[src/hdl/bitmap_slot_store_defines.svh]
// Assertion macros for the slot store; each expects clk and arst_n in scope.
`ifndef BITMAP_SLOT_STORE_DEFINES_SVH
`define BITMAP_SLOT_STORE_DEFINES_SVH

// cond holds at every edge outside reset
`define BSS_ASSERT_NOW(lbl, cond, msg) \
	lbl: assert property (@(posedge clk) disable iff (!arst_n) (cond)) else $error(msg);

// cons holds in the same cycle as ante
`define BSS_ASSERT_SAME(lbl, ante, cons, msg) \
	lbl: assert property (@(posedge clk) disable iff (!arst_n) (ante) |-> (cons)) else $error(msg);

// cons holds in the cycle after ante
`define BSS_ASSERT_NEXT(lbl, ante, cons, msg) \
	lbl: assert property (@(posedge clk) disable iff (!arst_n) (ante) |=> (cons)) else $error(msg);

`endif

[src/hdl/bss_pkg.sv]
// Package: types and constants of the bitmap slot store.
package bss_pkg;

	localparam int IDX_W          = 6;
	localparam int VALUE_W        = 64;
	localparam int ROW_BITS       = 1 << IDX_W;
	localparam int SLOT_COUNT_DEF = 64;
	localparam int TDATA_W        = ((IDX_W + VALUE_W + 7) / 8) * 8;
	localparam int TDATA_PAD      = TDATA_W - IDX_W - VALUE_W;

	typedef enum logic [1:0] {
		REQ_ALLOC = 2'd0,
		REQ_SET   = 2'd1,
		REQ_GET   = 2'd2,
		REQ_FREE  = 2'd3
	} req_t;

	typedef enum logic [1:0] {
		ST_OK      = 2'd0,
		ST_FULL    = 2'd1,
		ST_UNALLOC = 2'd2
	} status_t;

	typedef enum logic {
		S_IDLE = 1'b0,
		S_EXEC = 1'b1
	} state_t;

endpackage

[src/hdl/bitmap_slot_store.sv]
// Top level: slot allocator with occupancy bitmap and value store.
// Each request is accepted and then executed: on acceptance the bitmap row and
// value entry are read from their synchronous memories; in the next cycle
// the block decides, writes back the memories the request changes and loads
// the result register. The result register must be free (or drained that
// cycle) for execution to complete; a stalled output holds execution. The next
// request is accepted while a result still waits. The bitmap is kept in
// rows of 64 bits; per-row valid and full flags replace a clearing pass, so
// the block is ready right after reset. Allocate picks the lowest row that
// is not full, then the lowest free bit in it. For tables beyond 64 slots
// slot_out carries the low 6 bits of the granted slot, and set, get and
// free reach only the first 64 slots.
`include "bitmap_slot_store_defines.svh"

module bitmap_slot_store
	import bss_pkg::*;
#(
	parameter int SLOT_COUNT = SLOT_COUNT_DEF
) (
	input  logic               clk,
	input  logic               arst_n,
	input  logic               s_tvalid,
	output logic               s_tready,
	input  logic [TDATA_W-1:0] s_tdata,  // slot_index[5:0], write_value[69:6], zero pad
	input  logic [1:0]         s_tuser,  // req_type[1:0]
	output logic               m_tvalid,
	input  logic               m_tready,
	output logic [TDATA_W-1:0] m_tdata,  // slot_out[5:0], read_value[69:6], zero pad
	output logic [1:0]         m_tuser   // status[1:0]
);

	localparam int ROWS   = (SLOT_COUNT + ROW_BITS - 1) / ROW_BITS;
	localparam int ROW_AW = (ROWS > 1) ? $clog2(ROWS) : 1;
	localparam int VAL_AW = $clog2(SLOT_COUNT);
	localparam int ADDR_W = ROW_AW + IDX_W;

	state_t state_q, state_d;

	logic [ROWS-1:0]    row_full_q;
	logic [ROWS-1:0]    row_valid_q;
	logic               all_full_q;
	req_t               req_q;
	logic [IDX_W-1:0]   idx_q;
	logic [VALUE_W-1:0] wval_q;
	logic [ROW_AW-1:0]  row_q;

	logic [ROW_BITS-1:0] occ_mem [ROWS];
	logic [ROW_BITS-1:0] occ_rd_q;
	logic [VALUE_W-1:0]  val_mem [SLOT_COUNT];
	logic [VALUE_W-1:0]  val_rd_q;

	logic               out_valid_q;
	status_t            status_q;
	logic [IDX_W-1:0]   slot_q;
	logic [VALUE_W-1:0] read_value_q;

	// accept side
	req_t               in_req;
	logic [IDX_W-1:0]   in_idx;
	logic [VALUE_W-1:0] in_wval;
	logic               accept;
	logic [ROW_AW-1:0]  free_row;
	logic [ROW_AW-1:0]  rd_row;
	logic [ADDR_W-1:0]  rd_addr_full;

	// execute side
	logic                exec_go;
	logic [ROW_BITS-1:0] word;
	logic [ROW_BITS-1:0] pad;
	logic [ROW_BITS-1:0] used_word;
	logic [IDX_W-1:0]    free_bit;
	logic                slot_used;
	logic                occ_we;
	logic [ROW_BITS-1:0] occ_wdata;
	logic                val_we;
	logic [ADDR_W-1:0]   wr_addr_full;
	logic [VALUE_W-1:0]  val_wdata;
	status_t             status_d;
	logic [IDX_W-1:0]    slot_d;
	logic [VALUE_W-1:0]  rval_d;

	assign in_req  = req_t'(s_tuser);
	assign in_idx  = s_tdata[IDX_W-1:0];
	assign in_wval = s_tdata[IDX_W+VALUE_W-1:IDX_W];

	// lowest row that still has a free slot
	always_comb begin
		free_row = '0;
		for (int r = ROWS - 1; r >= 0; r--) begin
			if (!row_full_q[r]) begin
				free_row = ROW_AW'(r);
			end
		end
	end

	assign rd_row       = (in_req == REQ_ALLOC) ? free_row : '0;
	assign rd_addr_full = {ROW_AW'(0), in_idx};

	// slots past the table end count as used
	always_comb begin
		for (int b = 0; b < ROW_BITS; b++) begin
			pad[b] = int'({row_q, IDX_W'(b)}) >= SLOT_COUNT;
		end
	end

	assign word      = row_valid_q[row_q] ? occ_rd_q : '0;
	assign used_word = word | pad;
	assign slot_used = (int'(idx_q) < SLOT_COUNT) && word[idx_q];

	always_comb begin
		free_bit = '0;
		for (int b = ROW_BITS - 1; b >= 0; b--) begin
			if (!used_word[b]) begin
				free_bit = IDX_W'(b);
			end
		end
	end

	always_comb begin
		state_d      = state_q;
		s_tready     = 1'b0;
		accept       = 1'b0;
		exec_go      = 1'b0;
		occ_we       = 1'b0;
		occ_wdata    = word;
		val_we       = 1'b0;
		wr_addr_full = {ROW_AW'(0), idx_q};
		val_wdata    = wval_q;
		status_d     = ST_OK;
		slot_d       = idx_q;
		rval_d       = '0;
		case (state_q)
			S_IDLE: begin
				s_tready = 1'b1;
				accept   = s_tvalid;
				if (s_tvalid) begin
					state_d = S_EXEC;
				end
			end
			S_EXEC: begin
				exec_go = !out_valid_q || m_tready;
				if (req_q == REQ_ALLOC) begin
					if (all_full_q) begin
						status_d = ST_FULL;
						slot_d   = '0;
					end else begin
						slot_d       = free_bit;
						occ_we       = exec_go;
						occ_wdata    = word | (ROW_BITS'(1) << free_bit);
						val_we       = exec_go;
						wr_addr_full = {row_q, free_bit};
						val_wdata    = '0;
					end
				end else if (!slot_used) begin
					status_d = ST_UNALLOC;
				end else begin
					case (req_q)
						REQ_SET: begin
							val_we = exec_go;
						end
						REQ_GET: begin
							rval_d = val_rd_q;
						end
						REQ_FREE: begin
							occ_we    = exec_go;
							occ_wdata = word & ~(ROW_BITS'(1) << idx_q);
						end
						default: begin
						end
					endcase
				end
				if (exec_go) begin
					state_d = S_IDLE;
				end
			end
			default: begin
				state_d = S_IDLE;
			end
		endcase
	end

	always_ff @(posedge clk or negedge arst_n) begin
		if (!arst_n) begin
			state_q     <= S_IDLE;
			row_full_q  <= '0;
			row_valid_q <= '0;
			out_valid_q <= 1'b0;
		end else begin
			state_q <= state_d;
			if (occ_we) begin
				row_full_q[row_q]  <= &(occ_wdata | pad);
				row_valid_q[row_q] <= 1'b1;
			end
			if (exec_go) begin
				out_valid_q <= 1'b1;
			end else if (m_tready) begin
				out_valid_q <= 1'b0;
			end
		end
	end

	// request and result payload
	always_ff @(posedge clk) begin
		if (accept) begin
			req_q      <= in_req;
			idx_q      <= in_idx;
			wval_q     <= in_wval;
			row_q      <= rd_row;
			all_full_q <= &row_full_q;
		end
		if (exec_go) begin
			status_q     <= status_d;
			slot_q       <= slot_d;
			read_value_q <= rval_d;
		end
	end

	// bitmap memory
	always_ff @(posedge clk) begin
		if (occ_we) begin
			occ_mem[row_q] <= occ_wdata;
		end
		if (accept) begin
			occ_rd_q <= occ_mem[rd_row];
		end
	end

	// value memory
	always_ff @(posedge clk) begin
		if (val_we) begin
			val_mem[wr_addr_full[VAL_AW-1:0]] <= val_wdata;
		end
		if (accept) begin
			val_rd_q <= val_mem[rd_addr_full[VAL_AW-1:0]];
		end
	end

	assign m_tvalid = out_valid_q;
	assign m_tdata  = {{TDATA_PAD{1'b0}}, read_value_q, slot_q};
	assign m_tuser  = status_q;

	`BSS_ASSERT_NEXT(a_accept_to_exec, s_tvalid && s_tready, state_q == S_EXEC, "accepted beat not executed")
	`BSS_ASSERT_NEXT(a_full_result, exec_go && req_q == REQ_ALLOC && all_full_q, m_tvalid && status_q == ST_FULL && slot_q == '0, "bad full result")
	`BSS_ASSERT_NEXT(a_rval_zero, exec_go && req_q != REQ_GET, read_value_q == '0, "nonzero value on non-get")
	`BSS_ASSERT_SAME(a_write_in_exec, occ_we || val_we, exec_go, "memory write outside execute")

endmodule

[config.mk]
export PLATFORM = sky130hd
export DESIGN_NAME = bitmap_slot_store
export DESIGN_NICKNAME = d
export VERILOG_FILES = /design/src/hdl/bss_pkg.sv /design/src/hdl/bitmap_slot_store.sv
export VERILOG_INCLUDE_DIRS = /design/src /design/src/hdl
export SDC_FILE = /design/constraint.sdc
export NUM_CORES = 2
export LEC_CHECK = 0
export BUFFER_PORTS_ARGS = -buffer_cell sky130_fd_sc_hd__buf_2
export CAP_MARGIN = 20
export CORE_UTILIZATION = 45
export DETAILED_ROUTE_END_ITERATION = 16
export PLACE_DENSITY = 0.63
export SLEW_MARGIN = 20
export SYNTH_ARGS = -nofsm -noshare
export SYNTH_HDL_FRONTEND = slang
export SYNTH_MEMORY_MAX_BITS = 65536
export SYNTH_SLANG_ARGS = --single-unit
[constraint.sdc]
create_clock -name clk -period 13.7 [get_ports clk]
set_clock_uncertainty 0.05 [all_clocks]
set_input_delay 2.055 -clock clk [delete_from_list [all_inputs] [get_ports clk]]
set_output_delay 2.055 -clock clk [all_outputs]
set_load 0.03 [all_outputs]
Yosys cells after proc, flatten, opt, wreduce, memory -nomap -nowiden
Memories as Yosys holds them, arrays and structs flattened. A register that Yosys moved wholly into a read port is not among the register bits.
Index checks and enable logic that the tools add are counted.
W data, S select, Z words.
- memories: 2
- input bits: 78
- memory bits (writable): 4160
- output and inout port bits: 76
- bits in latches: 0
- register bits: 149
- ROM bits: 0
- logic and storage cells: 136
- shifts and indexed selects: 2
- divide/modulo/power cells: 0
- $lt $le $gt $ge: 1
- equal/unequal tests: 3
- multipliers: 0
- reduce and logical (&&, ||, !) cells: 6
- muxes and demuxes: 105
- bitwise operators: 6
- add/subtract/negate cells: 0
- memories (memory ; words ; width ; read ports ; clocked after memory_dff ; wr ports ; RTL line ; RTL):
    val_mem ; 64 ; 64 ; 1 ; 1 ; 1 ; bitmap_slot_store.sv:49 ; logic [VALUE_W-1:0] val_mem [SLOT_COUNT];
    occ_mem ; 1 ; 64 ; 1 ; 1 ; 1 ; bitmap_slot_store.sv:47 ; logic [ROW_BITS-1:0] occ_mem [ROWS];
- operators with widths (cell ; number):
    $mux W64 ; 9
    $mux W6 ; 70
    $shl A1 B6 Y64 const A ; 2
    $and A64 B64 Y64 ; 1
    $not A64 Y64 ; 1
    $or A64 B64 Y64 ; 1
    $reduce_and A64 Y1 ; 1
    $mux W1 ; 22
    $lt A6 B7 Y1 const B ; 1
    $bmux W1 S6 ; 1
    $eq A2 B2 Y1 const B ; 2
    $mux W2 ; 2
    $reduce_or A4 Y1 ; 1
    $not A1 Y1 ; 3
    $eq A2 B1 Y1 const B ; 1
    $logic_not A2 Y1 ; 1
    $pmux W1 S2 ; 1
    $reduce_bool A2 Y1 ; 1
    $logic_not A1 Y1 ; 1
    $logic_or A1 B1 Y1 ; 1

Depth between registers and ports, before layout
- depth in word-level cells: 71
- depth in mapped cells: 17
- gate-level depth less buffers: 11

Worst setup path before layout
Ideal clock, no wire load.
- kind: input to register
- from: input s_tvalid
- to: register state_q
- arrival: 11.490 ns
- required time: 13.516 ns
- cell stages on the path: 2
- library setup time: 0.134 ns
- setup slack: 2.026 ns
- buffers on the path: 0
- cells stage by stage: nor2b_1 > o21bai_1
- cells in the longest elaborated chain, start to end: 2
- ends and longest elaborated chain (item ; RTL line ; RTL):
    start: declaration ; bitmap_slot_store.sv:22 ; input logic s_tvalid,
    $mux W1 ; bitmap_slot_store.sv:136 ; if (s_tvalid) begin
    $pmux W1 S2 ; bitmap_slot_store.sv:132 ; case (state_q)
    via state_d ; bitmap_slot_store.sv:37 ; state_t state_q, state_d;
    end signal: assignment ; bitmap_slot_store.sv:189 ; state_q <= state_d;
    end: declaration ; bitmap_slot_store.sv:37 ;
The timed path passes the listed nets, and every way through them passes these cells.
A chain may end at the register's enable or synchronous reset.

Worst setup path after layout
- from: register row_valid_q
- to: memory val_mem[26][29], enable pin
- cells in the longest elaborated chain, start to end: 68
- elaborated cells on any way between the ends: 75
- classes of those cells: mux: 75
- ends and longest elaborated chain (item ; RTL line ; RTL):
    start: declaration ; bitmap_slot_store.sv:40 ; logic [ROWS-1:0] row_valid_q;
    start signal: assignment ; bitmap_slot_store.sv:186 ; row_valid_q <= '0;
    start signal: indexed assignment ; bitmap_slot_store.sv:192 ; row_valid_q[row_q] <= 1'b1;
    $mux W64 (*) ; bitmap_slot_store.sv:106 ; assign word = row_valid_q[row_q] ? occ_rd_q : '0;
    $mux W6 (64 in a row) ; bitmap_slot_store.sv:113 ; if (!used_word[b]) begin
    $mux W6 ; bitmap_slot_store.sv:143 ; if (all_full_q) begin
    $mux W6 ; bitmap_slot_store.sv:142 ; if (req_q == REQ_ALLOC) begin
    $mux W6 ; bitmap_slot_store.sv:132 ;
    end: declaration ; bitmap_slot_store.sv:49 ;
Every way passes the cells marked *; elsewhere a longest branch is shown, timed or not. The select of a mux whose other input is x is not followed.

==> flow_summary.toml <==
[clock_tree]
cts_tree = "done"
cts_resized = 0
clock_path_buffers = 4
cts_buffers = 434
clkLatencyLatePin_ns = 0.98
post-cts-setup-buffer-count = 0
cts_root_buf = "clkbuf_16"
cts.sink_count = 4437
h-tree-depth = 5
path_clk_slew_ns = 0.06
hold_buffers = 0

[cells_and_area]
most-common-layout-cells = "4433 x edfxtp_1, 1349 x mux4_2, 440 x clkbuf_16"
fin_nets = 7542
area_growth_pct = 12.9
layout_commonest_cell = "edfxtp_1"
drive_gt1_share_pct = 31.6

[detailed_routing]
firstDrtPassIters = 6
ant_nets = 0
wl_um = 455000
wl_met2_um = 216000
top_layer_used = "met5"
drc = 0
met3_length_um = 41900
via_count = 80500
wl_per_cell_um = 35.5
drt_iter0_markers = 12000
viasPerCell = 6.28
routedLengthMet1_um = 186000

[power_and_ir_drop]
power_density_mw_per_mm2 = 149
p_leak_nw = 59.1
ir_worst_vdd_uv = 137

[critical_path]
critPathKind = "register to register"
path_common_cell = "buf_4"
crit_path_cell_trace = "buf_4 -> nand3_1 -> or2_2 -> o21ai_0 -> a41oi_4 -> and2_1 -> o21bai_1 -> nor4_1 -> nand2_1 -> nor2_4 -> buf_4 -> buf_4"
slowest_delay_ns = 1.05
crit_start = "row_valid_q"
crit_path_end_kind = "register"
start_kind = "register"
worstRegToRegCells = 12
critical_path_depth = 12
cp_slowest_cell = "nor2_4"
path_max_fanout = 53
cp.arrival_ns = 7.97
ff2ff_setup_slack_ns = 6.23
r2r-end = "val_mem[26][29]"
cp_num_buf_inv = 3
critPathRequiredTime_ns = 14.20
regToRegStartpoint = "row_valid_q"
cpLargestDelayFamily = "simple AND/OR/NAND/NOR gates"
endpoint = "val_mem[26][29]"

[grt]
grt_max_degree = 140
grt_util_all_layers_pct = 23.7
grt_overflow = 0
grt_pass1_vias = 80200
grt_pass1_wl_um = 632000
antenna_found_initial = 8

[placement]
place.gp.congestion = 0.885
post-dp-hpwl_um = 232000
post-place-ws_ns = 6.35
portBuffers = 149

[synth]
ys_ff_latch = 4437
synth-main-ff-cell = "edfxtp_1"
synth_area_mm2 = 0.170
synthMuxAreaShare_pct = 17.9
synth_top_family_by_area = "multiplexers"
yosysWarnings = 0
synth_compound_area_share_pct = 1.06
yosysSeqAreaShare_pct = 78.3
synth-simple-area-share_pct = 1.83
synth_xor_area_share_pct = 0
synthAdderAreaFrac_pct = 0
async_reset_ff_share_pct = 0.0902
ys_types = 89
synth.avg_cell_area_um2 = 24.2
synth-edff-count = 4433
syn-instance-count = 7015

[sta]
setup_violations = 0
final_hold_viol_count = 0
drv_slew = 0
finalCritPeriodShare_pct = 54.5
fmax_mhz = 134
worstMarginPinSlew_ns = 1.19
finalWorstSetupSlack_ns = 6.23
rsz0062_at_grt = "no"
slew_headroom_pct = 20.8
fin_setup_tns_ns = 0
finalCriticalPeriod_ns = 7.47

[job]
max_cap_violations = 0

[die]
core_area_mm2 = 0.376
rows = 225
die-height_um = 617
die_area_mm2 = 0.380
initial_utilization_pct = 45.3
io_pins = 154
die_w_um = 617

[run_status]
status = "complete, no violations"

[worst_hold_path]
worstHoldPathType = "register to register"
==> cells in the mapped netlist, types with 5 or more instances <==
library cell	count	area, um^2
a21boi_0	7	52.6
a21o_1	8	60.1
a21oi_1	36	180
a22oi_1	5	37.5
a31oi_1	7	43.8
and2_1	154	963
and3_1	11	68.8
and3b_1	7	61.3
buf_1	77	289
buf_2	5	25.0
clkbuf_1	271	1020
edfxtp_1	4433	133000
inv_1	26	97.6
mux2_2	6	67.6
mux4_2	1349	30400
nand2_1	109	409
nand2b_1	13	81.3
nand3_1	46	230
nand4_1	20	125
nor2_1	105	394
nor2b_1	12	75.1
nor3_1	13	65.1
nor3b_1	10	75.1
nor4_1	9	56.3
o211ai_1	38	285
o21a_1	5	37.5
o21ai_0	90	450
o21bai_1	8	60.1
o311a_1	6	60.1
o31ai_1	8	60.1
or2_2	12	75.1
or3_1	6	37.5
or4_1	5	37.5
==> worst register-to-register path, stage by stage, from the launching register on <==
cell and delay (ns):
dfrtp_2 0.63, buf_4 0.56, nand3_1 0.20, or2_2 0.36, o21ai_0 0.52, a41oi_4 0.33
and2_1 0.28, o21bai_1 0.17, nor4_1 0.73, nand2_1 0.73, nor2_4 1.06, buf_4 0.73
buf_4 0.67
==> layout make-up <==
type | count | area, um^2
Tap cell | 4994 | 6250
Clock buffer | 537 | 11400
Inverter | 26 | 103
Fill cell | 28900 | 184000
Clock inverter | 256 | 2520
Multi-Input combinational cell | 2195 | 35900
Antenna cell | 9 | 22.5
Timing Repair Buffer | 370 | 2670
Sequential cell | 4437 | 133000
==> per-stage QoR <==
stage | power, W | hold WS [ns] | util [%] | instance area, um^2 | instances
global route | 0.0294 | 0.356 | 51.1 | 192000 | 12800
finish | 0.0287 | 0.349 | 51.1 | 192000 | 12800
CTS | 0.0289 | 0.344 | 51.1 | 192000 | 12800
floorplan | 0.0167 | 0.350 | - | 170000 | 7016
global placement | 0.0172 | 0.351 | 47.4 | 178000 | 12000
detailed placement | 0.0172 | 0.355 | 47.4 | 178000 | 12000
==> cells by family after synthesis <==
group	count (synthesis)
DFF	4437
other	1
and+or+nand+nor	568
buffers and inverters	384
AOI/OAI and AO/OA	268
muxes	1357
==> per-layer routing <==
layer / track usage (%) / vias to the layer above
li1: - / 31300
met1: 34.8 / 44400
met2: 37.3 / 4222
met3: 4.12 / 663
met4: 6.09 / 4
met5: 0 / -
==> registers in the layout, summed over array words and instances, names as in the netlist, 2 cells and up <==
signal,count
val_rd_q,64
slot_q,6
val_mem,4096
idx_q,6
occ_rd_q,64
m_tuser,2
read_value_q,64
wval_q,64
occ_mem,64
req_q,2
==> worst min path at each step <==
stage / from / end / slack (ns) / depth (start not counted)
6_report: occ_mem[0][15] / occ_rd_q[15] / 0.35 / 0
5_1_grt: occ_mem[0][19] / occ_rd_q[19] / 0.36 / 0
4_1_cts: occ_mem[0][15] / occ_rd_q[15] / 0.34 / 0
3_5_place_dp: occ_mem[0][31] / occ_rd_q[31] / 0.35 / 0
3_3_place_gp: occ_mem[0][55] / occ_rd_q[55] / 0.35 / 0
2_1_floorplan: occ_mem[0][0] / occ_rd_q[0] / 0.35 / 0
==> power breakdown <==
group | switching, W | leakage, nW | internal (W)
sequential | 0.0000682 | 40.1 | 0.0153
clock | 0.00509 | 6.79 | 0.00668
combinational | 0.00105 | 12.2 | 0.000569
total | 0.00621 | 59.1 | 0.0225
(Power assumes the default switching activity.)
